==> src/rtl/assert_macros.svh <==
// Assertion helpers, included by rtl/electrode_level_mode_filter.sv.
`ifndef ASSERT_MACROS_SVH
`define ASSERT_MACROS_SVH

// Checked at every rising edge of clk, off while rst_n is low.
`define ASSERT_CLK(lbl, prop, msg) \
  lbl: assert property (@(posedge clk) disable iff (!rst_n) (prop)) else $error(msg);

// Checked at every rising edge of clk, also during reset.
`define ASSERT_ALWAYS(lbl, prop, msg) \
  lbl: assert property (@(posedge clk) (prop)) else $error(msg);

`endif

==> src/rtl/elmf_pkg.sv <==
package elmf_pkg;

  // Default sizes.
  localparam int WINDOW_SIZE_DEF = 8;
  localparam int ELECTRODES_DEF  = 7;

  // Level codes: 0 is no electrode wet, k is electrode k-1.
  localparam int CODE_W    = 3;
  localparam int NUM_CODES = 8;

  // Percentages.
  localparam int                PCT_W   = 7;
  localparam logic [PCT_W-1:0]  PCT_MAX = 7'd100;
  localparam logic [PCT_W-1:0]  PCT_NONE = 7'd0;

  // Register map.
  localparam int         NUM_PCT_REGS = 7;
  localparam int         CFG_IDX_W    = 8;
  localparam logic [CFG_IDX_W-1:0] REG_PCT_LAST = 8'd6;
  localparam logic [CFG_IDX_W-1:0] REG_THRESH   = 8'd7;

  localparam logic [PCT_W-1:0] PCT_RESET [NUM_PCT_REGS] =
    '{7'd14, 7'd28, 7'd42, 7'd57, 7'd71, 7'd85, 7'd100};
  localparam logic [PCT_W-1:0] THRESH_RESET = 7'd5;

  // Control from the sequencer to the window unit.
  typedef struct packed {
    logic              wr_en;
    logic [CODE_W-1:0] code;
    logic              start;
  } mode_ctl_t;

  // Status from the window unit.
  typedef struct packed {
    logic              will_fill;
    logic              done;
    logic [CODE_W-1:0] mode;
  } mode_stat_t;

  // Percentages above 100 report as 100.
  function automatic logic [PCT_W-1:0] pct_cap(input logic [PCT_W-1:0] p);
    pct_cap = (p > PCT_MAX) ? PCT_MAX : p;
  endfunction

endpackage

==> src/rtl/elmf_mode_scan.sv <==
// Ring window of level codes with a histogram-and-pick mode scan.
module elmf_mode_scan #(
  parameter int WINDOW_SIZE = elmf_pkg::WINDOW_SIZE_DEF
) (
  input  logic                   clk,
  input  logic                   rst_n,
  input  elmf_pkg::mode_ctl_t    ctl,
  output elmf_pkg::mode_stat_t   stat
);
  import elmf_pkg::*;

  localparam int IDX_W = (WINDOW_SIZE > 1) ? $clog2(WINDOW_SIZE) : 1;
  localparam int CNT_W = $clog2(WINDOW_SIZE + 1);
  localparam logic [IDX_W-1:0]  IDX_LAST  = IDX_W'(WINDOW_SIZE - 1);
  localparam logic [CNT_W-1:0]  CNT_FULL  = CNT_W'(WINDOW_SIZE);
  localparam logic [CNT_W-1:0]  CNT_ALMOST = CNT_W'(WINDOW_SIZE - 1);
  localparam logic [CODE_W-1:0] CODE_LAST = CODE_W'(NUM_CODES - 1);

  typedef enum logic [3:0] {
    M_IDLE = 4'b0001,
    M_HIST = 4'b0010,
    M_PICK = 4'b0100,
    M_DONE = 4'b1000
  } mstate_t;

  mstate_t           state_r, state_nxt;
  logic [CODE_W-1:0] window_r [WINDOW_SIZE];
  logic [IDX_W-1:0]  slot_r;
  logic [CNT_W-1:0]  fill_r;
  logic [CNT_W-1:0]  counts_r [NUM_CODES];
  logic [IDX_W-1:0]  idx_r;
  logic [CODE_W-1:0] cand_r;
  logic [CODE_W-1:0] best_r;
  logic [CNT_W-1:0]  best_cnt_r;
  logic [CODE_W-1:0] cnt_addr;
  logic [CNT_W-1:0]  cnt_rd;

  // One histogram read port, shared by both scan phases.
  assign cnt_addr = (state_r == M_HIST) ? window_r[idx_r] : cand_r;
  assign cnt_rd   = counts_r[cnt_addr];

  assign stat.will_fill = (fill_r >= CNT_ALMOST);
  assign stat.done      = (state_r == M_DONE);
  assign stat.mode      = best_r;

  // Scan sequencer.
  always_comb begin
    state_nxt = state_r;
    unique case (state_r)
      M_IDLE: begin
        if (ctl.start) state_nxt = M_HIST;
      end
      M_HIST: begin
        if (idx_r == IDX_LAST) state_nxt = M_PICK;
      end
      M_PICK: begin
        if (cand_r == CODE_LAST) state_nxt = M_DONE;
      end
      M_DONE: begin
        state_nxt = M_IDLE;
      end
      default: state_nxt = M_IDLE;
    endcase
  end

  always_ff @(posedge clk) begin
    if (!rst_n) begin
      state_r <= M_IDLE;
      slot_r  <= '0;
      fill_r  <= '0;
      for (int i = 0; i < WINDOW_SIZE; i++) begin
        window_r[i] <= '0;
      end
    end else begin
      state_r <= state_nxt;
      // Window write and ring pointer.
      if (ctl.wr_en) begin
        window_r[slot_r] <= ctl.code;
        slot_r <= (slot_r == IDX_LAST) ? '0 : slot_r + 1'b1;
        if (fill_r != CNT_FULL) fill_r <= fill_r + 1'b1;
      end
    end
  end

  // Histogram build and the running maximum; ties go to the higher code.
  always_ff @(posedge clk) begin
    case (state_r)
      M_IDLE: begin
        if (ctl.start) begin
          for (int i = 0; i < NUM_CODES; i++) begin
            counts_r[i] <= '0;
          end
          idx_r <= '0;
        end
      end
      M_HIST: begin
        counts_r[cnt_addr] <= cnt_rd + 1'b1;
        idx_r <= idx_r + 1'b1;
        cand_r     <= '0;
        best_r     <= '0;
        best_cnt_r <= '0;
      end
      M_PICK: begin
        if (cnt_rd != '0 && cnt_rd >= best_cnt_r) begin
          best_r     <= cand_r;
          best_cnt_r <= cnt_rd;
        end
        cand_r <= cand_r + 1'b1;
      end
      default: begin
      end
    endcase
  end

endmodule

==> src/rtl/electrode_level_mode_filter.sv <==
// Electrode level mode filter. Each input beat carries one sample of the tank
// electrodes with link-up, measurement-due and force flags. Every measurement
// enters an eight-slot (WINDOW_SIZE) ring window. A measurement whose force flag
// is pending is reported at once with was_forced set: the beat goes straight to
// the emit state, and in_tready stays low until the output register is loaded,
// which waits while the result register is still held by the receiver. Once the
// window is full, an unforced measurement runs a shared counter-and-compare unit
// that builds a histogram over the window one slot per cycle and then picks the
// most frequent level one code per cycle. Such a beat keeps in_tready low through
// the histogram build, the pick, a handover state, a compare state and an emit
// state. The emit state is skipped when the change is below the threshold, and
// it waits while the result register is held. A beat that measures nothing, or
// an unforced measurement before the window is full, leaves in_tready high, so
// the next beat can follow at once. Percent registers and the change threshold
// are written through the cfg port, which is always ready; write them only
// while the block is idle.
module electrode_level_mode_filter #(
  parameter int WINDOW_SIZE = elmf_pkg::WINDOW_SIZE_DEF,
  parameter int ELECTRODES  = elmf_pkg::ELECTRODES_DEF
) (
  input  logic        clk,
  input  logic        rst_n,
  // Input stream.
  input  logic        in_tvalid,
  output logic        in_tready,
  input  logic [15:0] in_tdata,   // [6:0] electrode_wet, [7] link_up, [8] measure_due,
                                  // [9] force_request, [15:10] zero
  // Result stream.
  output logic        out_tvalid,
  input  logic        out_tready,
  output logic [7:0]  out_tdata,  // [6:0] level_percent, [7] zero
  output logic        out_tuser,  // [0] was_forced
  // Register writes.
  input  logic        cfg_valid,
  output logic        cfg_ready,
  input  logic [elmf_pkg::CFG_IDX_W-1:0] cfg_index,
  input  logic [elmf_pkg::PCT_W-1:0]     cfg_data
);
  import elmf_pkg::*;

  `include "assert_macros.svh"

  typedef enum logic [3:0] {
    S_IDLE = 4'b0001,
    S_MODE = 4'b0010,
    S_CMP  = 4'b0100,
    S_EMIT = 4'b1000
  } state_t;

  state_t             state_r, state_nxt;
  logic [PCT_W-1:0]   pct_r [NUM_PCT_REGS];
  logic [PCT_W-1:0]   thresh_r;
  logic               fp_r, link_was_r, once_r;
  logic [PCT_W-1:0]   last_r;
  logic [PCT_W-1:0]   value_r;
  logic               forced_r;
  logic               out_valid_r;
  logic [PCT_W-1:0]   out_pct_r;
  logic               out_forced_r;

  logic               in_acc;
  logic [6:0]         wet;
  logic               link, due, fp_new, measure;
  logic [CODE_W-1:0]  code, pct_code;
  logic [PCT_W-1:0]   pct_sel, diff;
  logic               emit_ok, out_load;
  mode_ctl_t          ctl;
  mode_stat_t         stat;

  assign in_tready = (state_r == S_IDLE);
  assign in_acc    = in_tvalid && in_tready;
  assign cfg_ready = 1'b1;

  assign wet  = in_tdata[6:0];
  assign link = in_tdata[7];
  assign due  = in_tdata[8];

  // A force request or a rising link latches a pending force.
  assign fp_new  = fp_r || in_tdata[9] || (link && !link_was_r);
  assign measure = link && (due || fp_new);

  // Highest wet electrode among the ones fitted.
  always_comb begin
    code = '0;
    for (int i = 0; i < 7; i++) begin
      if (i < ELECTRODES && wet[i]) code = CODE_W'(i + 1);
    end
  end

  // Single percent lookup, shared by the live sample and the window mode.
  assign pct_code = (state_r == S_MODE) ? stat.mode : code;
  assign pct_sel  = (pct_code == '0) ? PCT_NONE : pct_cap(pct_r[pct_code - 1'b1]);

  // Window unit control.
  assign ctl.wr_en = in_acc && measure;
  assign ctl.code  = code;
  assign ctl.start = in_acc && measure && !fp_new && stat.will_fill;

  elmf_mode_scan #(
    .WINDOW_SIZE(WINDOW_SIZE)
  ) u_scan (
    .clk  (clk),
    .rst_n(rst_n),
    .ctl  (ctl),
    .stat (stat)
  );

  // Change check against the last published value.
  assign diff    = (value_r >= last_r) ? value_r - last_r : last_r - value_r;
  assign emit_ok = !once_r || (diff >= thresh_r);
  assign out_load = (state_r == S_EMIT) && (!out_valid_r || out_tready);

  // Sequencer.
  always_comb begin
    state_nxt = state_r;
    unique case (state_r)
      S_IDLE: begin
        if (in_acc && measure) begin
          if (fp_new)              state_nxt = S_EMIT;
          else if (stat.will_fill) state_nxt = S_MODE;
        end
      end
      S_MODE: begin
        if (stat.done) state_nxt = S_CMP;
      end
      S_CMP: begin
        state_nxt = emit_ok ? S_EMIT : S_IDLE;
      end
      S_EMIT: begin
        if (out_load) state_nxt = S_IDLE;
      end
      default: state_nxt = S_IDLE;
    endcase
  end

  // Control state and configuration registers.
  always_ff @(posedge clk) begin
    if (!rst_n) begin
      state_r     <= S_IDLE;
      fp_r        <= 1'b0;
      link_was_r  <= 1'b0;
      once_r      <= 1'b0;
      last_r      <= '0;
      out_valid_r <= 1'b0;
      thresh_r    <= THRESH_RESET;
      for (int i = 0; i < NUM_PCT_REGS; i++) begin
        pct_r[i] <= PCT_RESET[i];
      end
    end else begin
      state_r <= state_nxt;
      if (in_acc) begin
        link_was_r <= link;
        fp_r       <= fp_new && !measure;
      end
      if (cfg_valid && cfg_ready) begin
        if (cfg_index == REG_THRESH) begin
          thresh_r <= cfg_data;
        end else if (cfg_index <= REG_PCT_LAST) begin
          pct_r[cfg_index[CODE_W-1:0]] <= cfg_data;
        end
      end
      if (out_load) begin
        out_valid_r <= 1'b1;
        last_r      <= value_r;
        once_r      <= 1'b1;
      end else if (out_tready) begin
        out_valid_r <= 1'b0;
      end
    end
  end

  // Result value and the output register.
  always_ff @(posedge clk) begin
    if (state_r == S_IDLE && in_acc) begin
      value_r  <= pct_sel;
      forced_r <= fp_new;
    end else if (state_r == S_MODE && stat.done) begin
      value_r  <= pct_sel;
      forced_r <= 1'b0;
    end
    if (out_load) begin
      out_pct_r    <= value_r;
      out_forced_r <= forced_r;
    end
  end

  assign out_tvalid = out_valid_r;
  assign out_tdata  = {1'b0, out_pct_r};
  assign out_tuser  = out_forced_r;

  // A reported percentage never exceeds full scale.
  `ASSERT_CLK(a_pct_range, out_tvalid |-> (out_tdata[6:0] <= PCT_MAX), "percent above 100")
  // The mode result arrives only while the sequencer waits for it.
  `ASSERT_CLK(a_done_in_mode, stat.done |-> (state_r == S_MODE), "mode done out of sequence")
  // A beat with the link down measures nothing and leaves the block idle.
  `ASSERT_CLK(a_link_down_idle, (in_acc && !in_tdata[7]) |=> (state_r == S_IDLE),
              "link-down beat started work")

endmodule

==> config.mk <==
export PLATFORM = sky130hd
export DESIGN_NAME = electrode_level_mode_filter
export DESIGN_NICKNAME = d
export VERILOG_FILES = /design/src/rtl/elmf_pkg.sv /design/src/rtl/elmf_mode_scan.sv /design/src/rtl/electrode_level_mode_filter.sv
export VERILOG_INCLUDE_DIRS = /design/src /design/src/rtl
export SDC_FILE = /design/constraint.sdc
export NUM_CORES = 1
export LEC_CHECK = 0
export BUFFER_PORTS_ARGS = -buffer_cell sky130_fd_sc_hd__buf_2
export CAP_MARGIN = 20
export CORE_ASPECT_RATIO = 1.2
export CORE_MARGIN = 10
export CORE_UTILIZATION = 67
export DETAILED_ROUTE_END_ITERATION = 12
export PLACE_DENSITY = 0.94
export SKIP_LAST_GASP = 1
export SLEW_MARGIN = 20
export SYNTH_ARGS = -nofsm -noshare
export SYNTH_HDL_FRONTEND = slang
export SYNTH_HIERARCHICAL = 1
export SYNTH_SLANG_ARGS = --single-unit
==> constraint.sdc <==
create_clock -name clk -period 9.1 [get_ports clk]
set_input_delay 0.455 -clock clk [delete_from_list [all_inputs] [get_ports clk]]
set_output_delay 0.455 -clock clk [all_outputs]
set_load 0.05 [all_outputs]
# Word-level counts from Yosys, hierarchy flattened
# Memories as Yosys holds them, arrays and structs flattened. A register that Yosys moved wholly into a read port is not among the register bits.
# Cells that the tools add are included.
[word_totals]
latchBits = 0
reg_bits = 62
output_inout_bits = 12
inputBits = 36
ramBits = 105
rom_bits = 0
n_memories = 3
[memory_table]
columns = ["name", "words", "width", "read_ports", "rd_clocked_by_memory_dff", "wr", "line", "rtl"]
rows = [
  ["pct_r", 7, 7, 1, 0, 7, "electrode_level_mode_filter.sv:51", "logic [PCT_W-1:0] pct_r [NUM_PCT_REGS];"],
  ["u_scan.counts_r", 8, 4, 1, 0, 8, "elmf_mode_scan.sv:30", "logic [CNT_W-1:0] counts_r [NUM_CODES];"],
  ["u_scan.window_r", 8, 3, 1, 1, 8, "elmf_mode_scan.sv:27", "logic [CODE_W-1:0] window_r [WINDOW_SIZE];"],
]
[classes]
div_mod_pow = 0
muxes = 61
multipliers = 0
addsub = 8
n_bitwise = 0
n_shift = 0
reduce_logical = 36
magnitude_cmp = 6
eq_ne = 21
[op_table]
columns = ["cell", "n"]
rows = [
  ["4-bit 2-to-1 mux", 11],
  ["3-bit 2-to-1 mux", 14],
  ["7-bit 2-to-1 mux", 6],
  ["1-bit 2-to-1 mux", 22],
  ["3-bit case mux with 2 select lines", 3],
  ["4-bit case mux with 4 select lines", 1],
  ["7-bit >= comparator", 2],
  ["7-bit subtractor", 2],
  ["4-bit case mux with 3 select lines", 1],
  ["1-bit logical AND", 11],
  ["3-bit by 1-bit adder with 3-bit output (second input constant)", 3],
  ["3-bit == test (second input constant)", 3],
  ["4-bit by 1-bit adder with 4-bit output (second input constant)", 2],
  ["4-bit by 1-bit == test with 1-bit output (second input constant)", 2],
  ["4-bit by 2-bit == test with 1-bit output (second input constant)", 2],
  ["4-bit by 3-bit == test with 1-bit output (second input constant)", 2],
  ["4-bit == test (second input constant)", 2],
  ["8-bit by 3-bit == test with 1-bit output (second input constant)", 1],
  ["8-bit by 3-bit less-or-equal comparator with 1-bit output (second input constant)", 1],
  ["2-bit != test (second input constant)", 4],
  ["4-bit case mux with 2 select lines", 1],
  ["2-bit AND reduction", 4],
  ["2-bit nonzero test", 4],
  ["7-bit > comparator (second input constant)", 1],
  ["other kinds (16)", 27],
]

# Depth between registers and ports, before layout
# An unclocked memory read counts as a cell.
[logic_depth]
word_depth = 15
mapped_depth = 16

# Cells and area by module
# Netlist, hierarchy kept.
[by_module_without_submodules]
columns = ["mod", "seq_area_each_um2", "cells_per_inst", "area_each_um2", "instances"]
rows = [
  ["electrode_level_mode_filter", 2532.4, 453, 5146.2, 1],
  ["elmf_mode_scan", 2352.3, 368, 4297.9, 1],
]

# Least setup slack after synthesis
# OpenSTA, ideal clock, no wires.
[synth_path]
path_kind = "reg-to-reg"
start = "register state_r[0] (netlist name)"
end = "memory u_scan.window_r[6][0], enable pin"
path_buffers = 1
required_time_ns = 8.796
t_arrival_ns = 3.906
path_stages_with_launch = 8
path_slack_ns = 4.890
cell_sequence = "dfxtp_1 > nor4b_1 > nand2_1 > nor2_1 > clkbuf_1 > nand2_1 > nor3_1 > nand2b_1"
[synth_lines]
columns = ["element", "line"]
rows = [
  ["end, declared", "elmf_mode_scan.sv:27"],
]

==> results <==
- The met3 usage in global routing is 4.636%.
- The number of max-cap violations is 0.
- The count of input and output buffers is 39.
- The total number of vias is 6576.
- Setup repair after global routing left no endpoint under its margin.
- In this run, the number of DRC markers left after iteration 0 of detailed routing was 610.
- The synthesized netlist devotes 10.06% of its cell area to compound gates.
- The sort of element at the start of the critical path is a flop.
- STA puts the critical path data arrival time at 5.03 ns.
- The post-route DRC violation count is 0.
- The wire length of the first global-routing pass is 33.11 mm.
- The sum of net half-perimeters after detailed placement is 14.22 mm.
- The most frequent cell on the critical path is ha_1.
- The part of the power in combinational logic is 21.7%.
- After synthesis the cells add up to 9444 um2.
- The slowest stage of the critical path is the nor4b_2 cell.
- The number of global-route vias before repair is 6682.
- The number of setup buffers added after CTS is 0.
- The maximum clock rate is 0.2057 GHz.
- Relative to the synthesized area, the layout overhead comes to 9.248%.
- The max-slew violation count came to 0.
- The element type at the critical path end is a flop.
- The number of antenna cells inserted is 0.
- Hold repair after CTS inserted 0 buffers.
- The power per cell area is 207.1 nW/um2.
- The congestion estimate from routability-driven global placement came to 0.8796.
- Counting instances in the post-synthesis netlist gives the leading cell types as edfxtp_1 (134), and2_1 (61), nand2_1 (56).
- The met2 usage in global routing is 37.65%.
- The tree built by TritonCTS fans out to 177 sinks.
- The clock tree from TritonCTS is yes.
- The maximum clock skew at final layout is 0.008421 ns.
- For this run, global-route usage on met1 was measured as 24.97%.
- In the final routed layout, each cell accounts on average for 19.67 um.
- The smallest clock period supported by the final layout is computed as 4.861 ns.
- The layer carrying the most global-route usage is met2.
- Per report_power, the sequential group accounts for 45.1% of the total.
- Summing the sequential cell areas from Yosys gives 51.72% of the chip area.
- For the pin with the worst max-slew slack, the measured transition is 1.064 ns.
- Clock tree synthesis selected as its root buffer the cell clkbuf_16.
- The worst hold path belongs to the class input port to flop.
- The first TritonRoute pass finished after 5 iterations.
- After clock tree synthesis, the clock-pin slew on the worst setup and hold paths is 0.07 ns.
- Among all cell types in the netlist, the one instantiated most often is edfxtp_1.
- The overall routed net length is 20.46 mm.
- The critical path in this run is classified as flop to flop.
- The net switching power of the design is 0.6361 mW.
- The mux share of post-synthesis cell area is 9.632%.
- Dividing the detail-routed via count by the number of cells gives 6.323.
- The number of failing setup endpoints in the final timing report is 0.
- The placeable core region is 13820 um2.
- The initial antenna violation count is 0.
- The count of flip-flops with a built-in enable after synthesis is 134.
- The proportion of total power due to net switching is 29.77%.
- The share of async-settable or async-resettable flops after synthesis is 0%.
- A synthesized cell averages 11.50 um2.
- Synthesis inferred 177 register bits.
- The final hold violation count is 0.
- The fraction of final layout cells sized beyond drive strength 1 is 13.35%.
- The largest single stage delay on the critical path is 0.93 ns.
- The maximum net fanout on the critical path is 19.
- The parity-gate share of the synthesized area counting xor and xnor cells is 1.033%.
- By area, the combinational part of the netlist is dominated by simple AND/OR/NAND/NOR gates.
- For this configuration, the core starts out at a cell density of 68.34%.
- Entering global routing, the biggest net connects 60 pins.
- The data required time of the critical path is 9.27 ns.
- The analysis attributes to cell leakage a power of 4.062 nW.
- During I/O placement, the number of pins put on the boundary was 48.
- After synthesis, the cell types taking the most area are edfxtp_1 (43%), dfxtp_1 (9.1%), ha_1 (4.9%).
- The number of buffers on the longest clock path is 2.
- The most area-hungry cell type in the Yosys netlist is edfxtp_1.
- Summing the areas of all and, or, nand and nor instances in the mapped netlist gives 17.91% of the synthesized area.
- The top cell type by area accounts for 42.61% of the synthesized area.
- The run finished with clean final reports.
- The count of distinct cell types in the synthesized netlist is 76.
- The fraction of the mapped netlist area in adder cells is 5.326%.
- CTS built an H-tree with a depth of 4.
- The total congestion overflow after global routing is 0.
- Clock tree synthesis inserted a total of 17 buffers.
- Per report_power, the clock group accounts for 33.2% of the total.
- The detail route stage leaves a number of antenna-violating nets equal to 0.
- The horizontal extent of the die is 128.4 um.
- Among all flip-flop cells after synthesis, the most frequent one is edfxtp_1.
- After routing, the total negative slack on setup checks comes to 0 ns.
- Row generation in the floorplan step produced 47 rows.
- The worst hold margin is 0.3483 ns.
- The maximum vdd ir drop is 150.5 uV.
- The signal on the critical path passes through nor4b_2 -> o31a_1 -> inv_4 -> ha_1 -> ha_1 -> clkinv_1 -> nand2_1 -> a221oi_1 -> o21ai_0 -> o311ai_1 -> nor4_1 -> nor3_1.
- The total global routing track utilization is 21.80%.
- In the finished design, the share of the clock period the worst path needs comes to 53.41%.
- Post-CTS repair changed the size of 0 cells.
- The die covers 19260 um2.
- The die is 150.1 um tall.
- In the synthesized netlist, the number of instances is 821.
- The remaining max-slew budget at the tightest pin is 28.86%.
- The internal power is 1.500 mW.
- The final-stage net count is 931.
- The Yosys warning count is 6.
- Clock latency on the worst-skew pair, taken at its later pin, is 0.43 ns.
## logic make-up after synthesis
group / count (synthesis)
AOI/OAI and AO/OA: 128
xor gates and xnor gates: 9
buffers and inverters: 93
muxes: 66
DFF: 177
adders and majority gates: 39
other: 2
and+or+nand+nor: 307
## flip-flops by register name, indices dropped and copies added, names as in the netlist, 3 cells and up, named ones only
register / cells
pct_r: 56
u_scan/counts_r: 32
u_scan/window_r: 24
last_r: 7
out_pct_r: 7
thresh_r: 7
value_r: 7
state_r: 4
u_scan/best_cnt_r: 4
u_scan/fill_r: 4
u_scan/state_r: 4
u_scan/best_r: 3
u_scan/cand_r: 3
u_scan/idx_r: 3
u_scan/slot_r: 3
## layout make-up
type,instances,area [um2]
multi-input cells,558,4197
well taps,171,214.0
flip-flops and latches,177,4885
repair buffers,44,230.2
inverters,58,222.7
clock inverters,14,130.1
fillers,829,3502
clock buffers,18,439.2
## routing by layer
| layer | vias up | wire length (um) | part of all wire [%] |
|---|---|---|---|
| li1 | 3055 | - | - |
| met2 | 285 | 10760 | 53 |
| met4 | 0 | 686 | 3.4 |
| met3 | 68 | 1230 | 6.0 |
| met1 | 3168 | 7782 | 38 |
| met5 | - | 0 | 0 |
## cell usage in the layout (no fill, tap or decap), drive strengths merged, types with 3 or more instances in the layout
master   count
mux2         9
a31oi        6
mux2i       41
nand2       56
o2111ai     17
nand2b      39
and3         4
a21oi       15
o21ai       28
ha          37
nor2        54
nor4b        5
buf         43
clkinv       7
xnor2        8
conb         9
o211ai      18
nor3        28
nor2b       28
nand3       13
a21boi       3
nor4         4
clkbuf      19
inv         62
nand4        5
o21a         5
a21o        10
mux4        16
edfxtp     134
dfxtp       43
a211oi      12
and2        61
## power by group through the flow
stage | Sequential (mW) | Combinational (mW) | Clock, mW
2_1_floorplan | 0.980 | 0.330 | 0
3_3_place_gp | 0.976 | 0.427 | 0
3_5_place_dp | 0.979 | 0.452 | 0
4_1_cts | 0.962 | 0.461 | 0.713
5_1_grt | 0.967 | 0.514 | 0.749
6_report | 0.964 | 0.463 | 0.709
## path summary, 6_finish.rpt
path / from / to / slack (ns) / depth (start not counted)
hold / removal: cfg_data[2] / thresh_r[2]$_SDFFE_PN1P_ / 0.35 / 3
hold reg to reg: forced_r$_SDFFCE_PN0P_ / out_tuser$_DFFE_PP_ / 0.41 / 0
setup reg to reg: state_r[0]$_SDFFE_PN1P_ / value_r[1]$_SDFFCE_PP0P_ / 4.24 / 12
setup / recovery: state_r[0]$_SDFFE_PN1P_ / value_r[1]$_SDFFCE_PP0P_ / 4.24 / 12
## critical path, delay by kind of cell (launching register included)
kind | cells | cell delay [ns]
simple gates | 4 | 1.56
flops | 1 | 0.35
fa+ha+maj | 2 | 0.99
compound gates | 4 | 1.00
buf+inv | 2 | 0.69
## stage by stage
step / utilization, % / setup WS (ns) / instance area [um2] / std cells / power (mW)
final: 74.66 / 4.239 / 10320 / 1040 / 2.136
after global routing: 74.66 / 3.890 / 10320 / 1040 / 2.230
after CTS: 74.54 / 4.324 / 10300 / 1039 / 2.136
after detailed placement: 70.42 / 4.395 / 9732 / 1007 / 1.431
after global placement: 70.42 / 4.545 / 9732 / 1007 / 1.403
after floorplan: - / 4.890 / 9470 / 828 / 1.310
No activity file was read; power rests on OpenSTA's default activity.
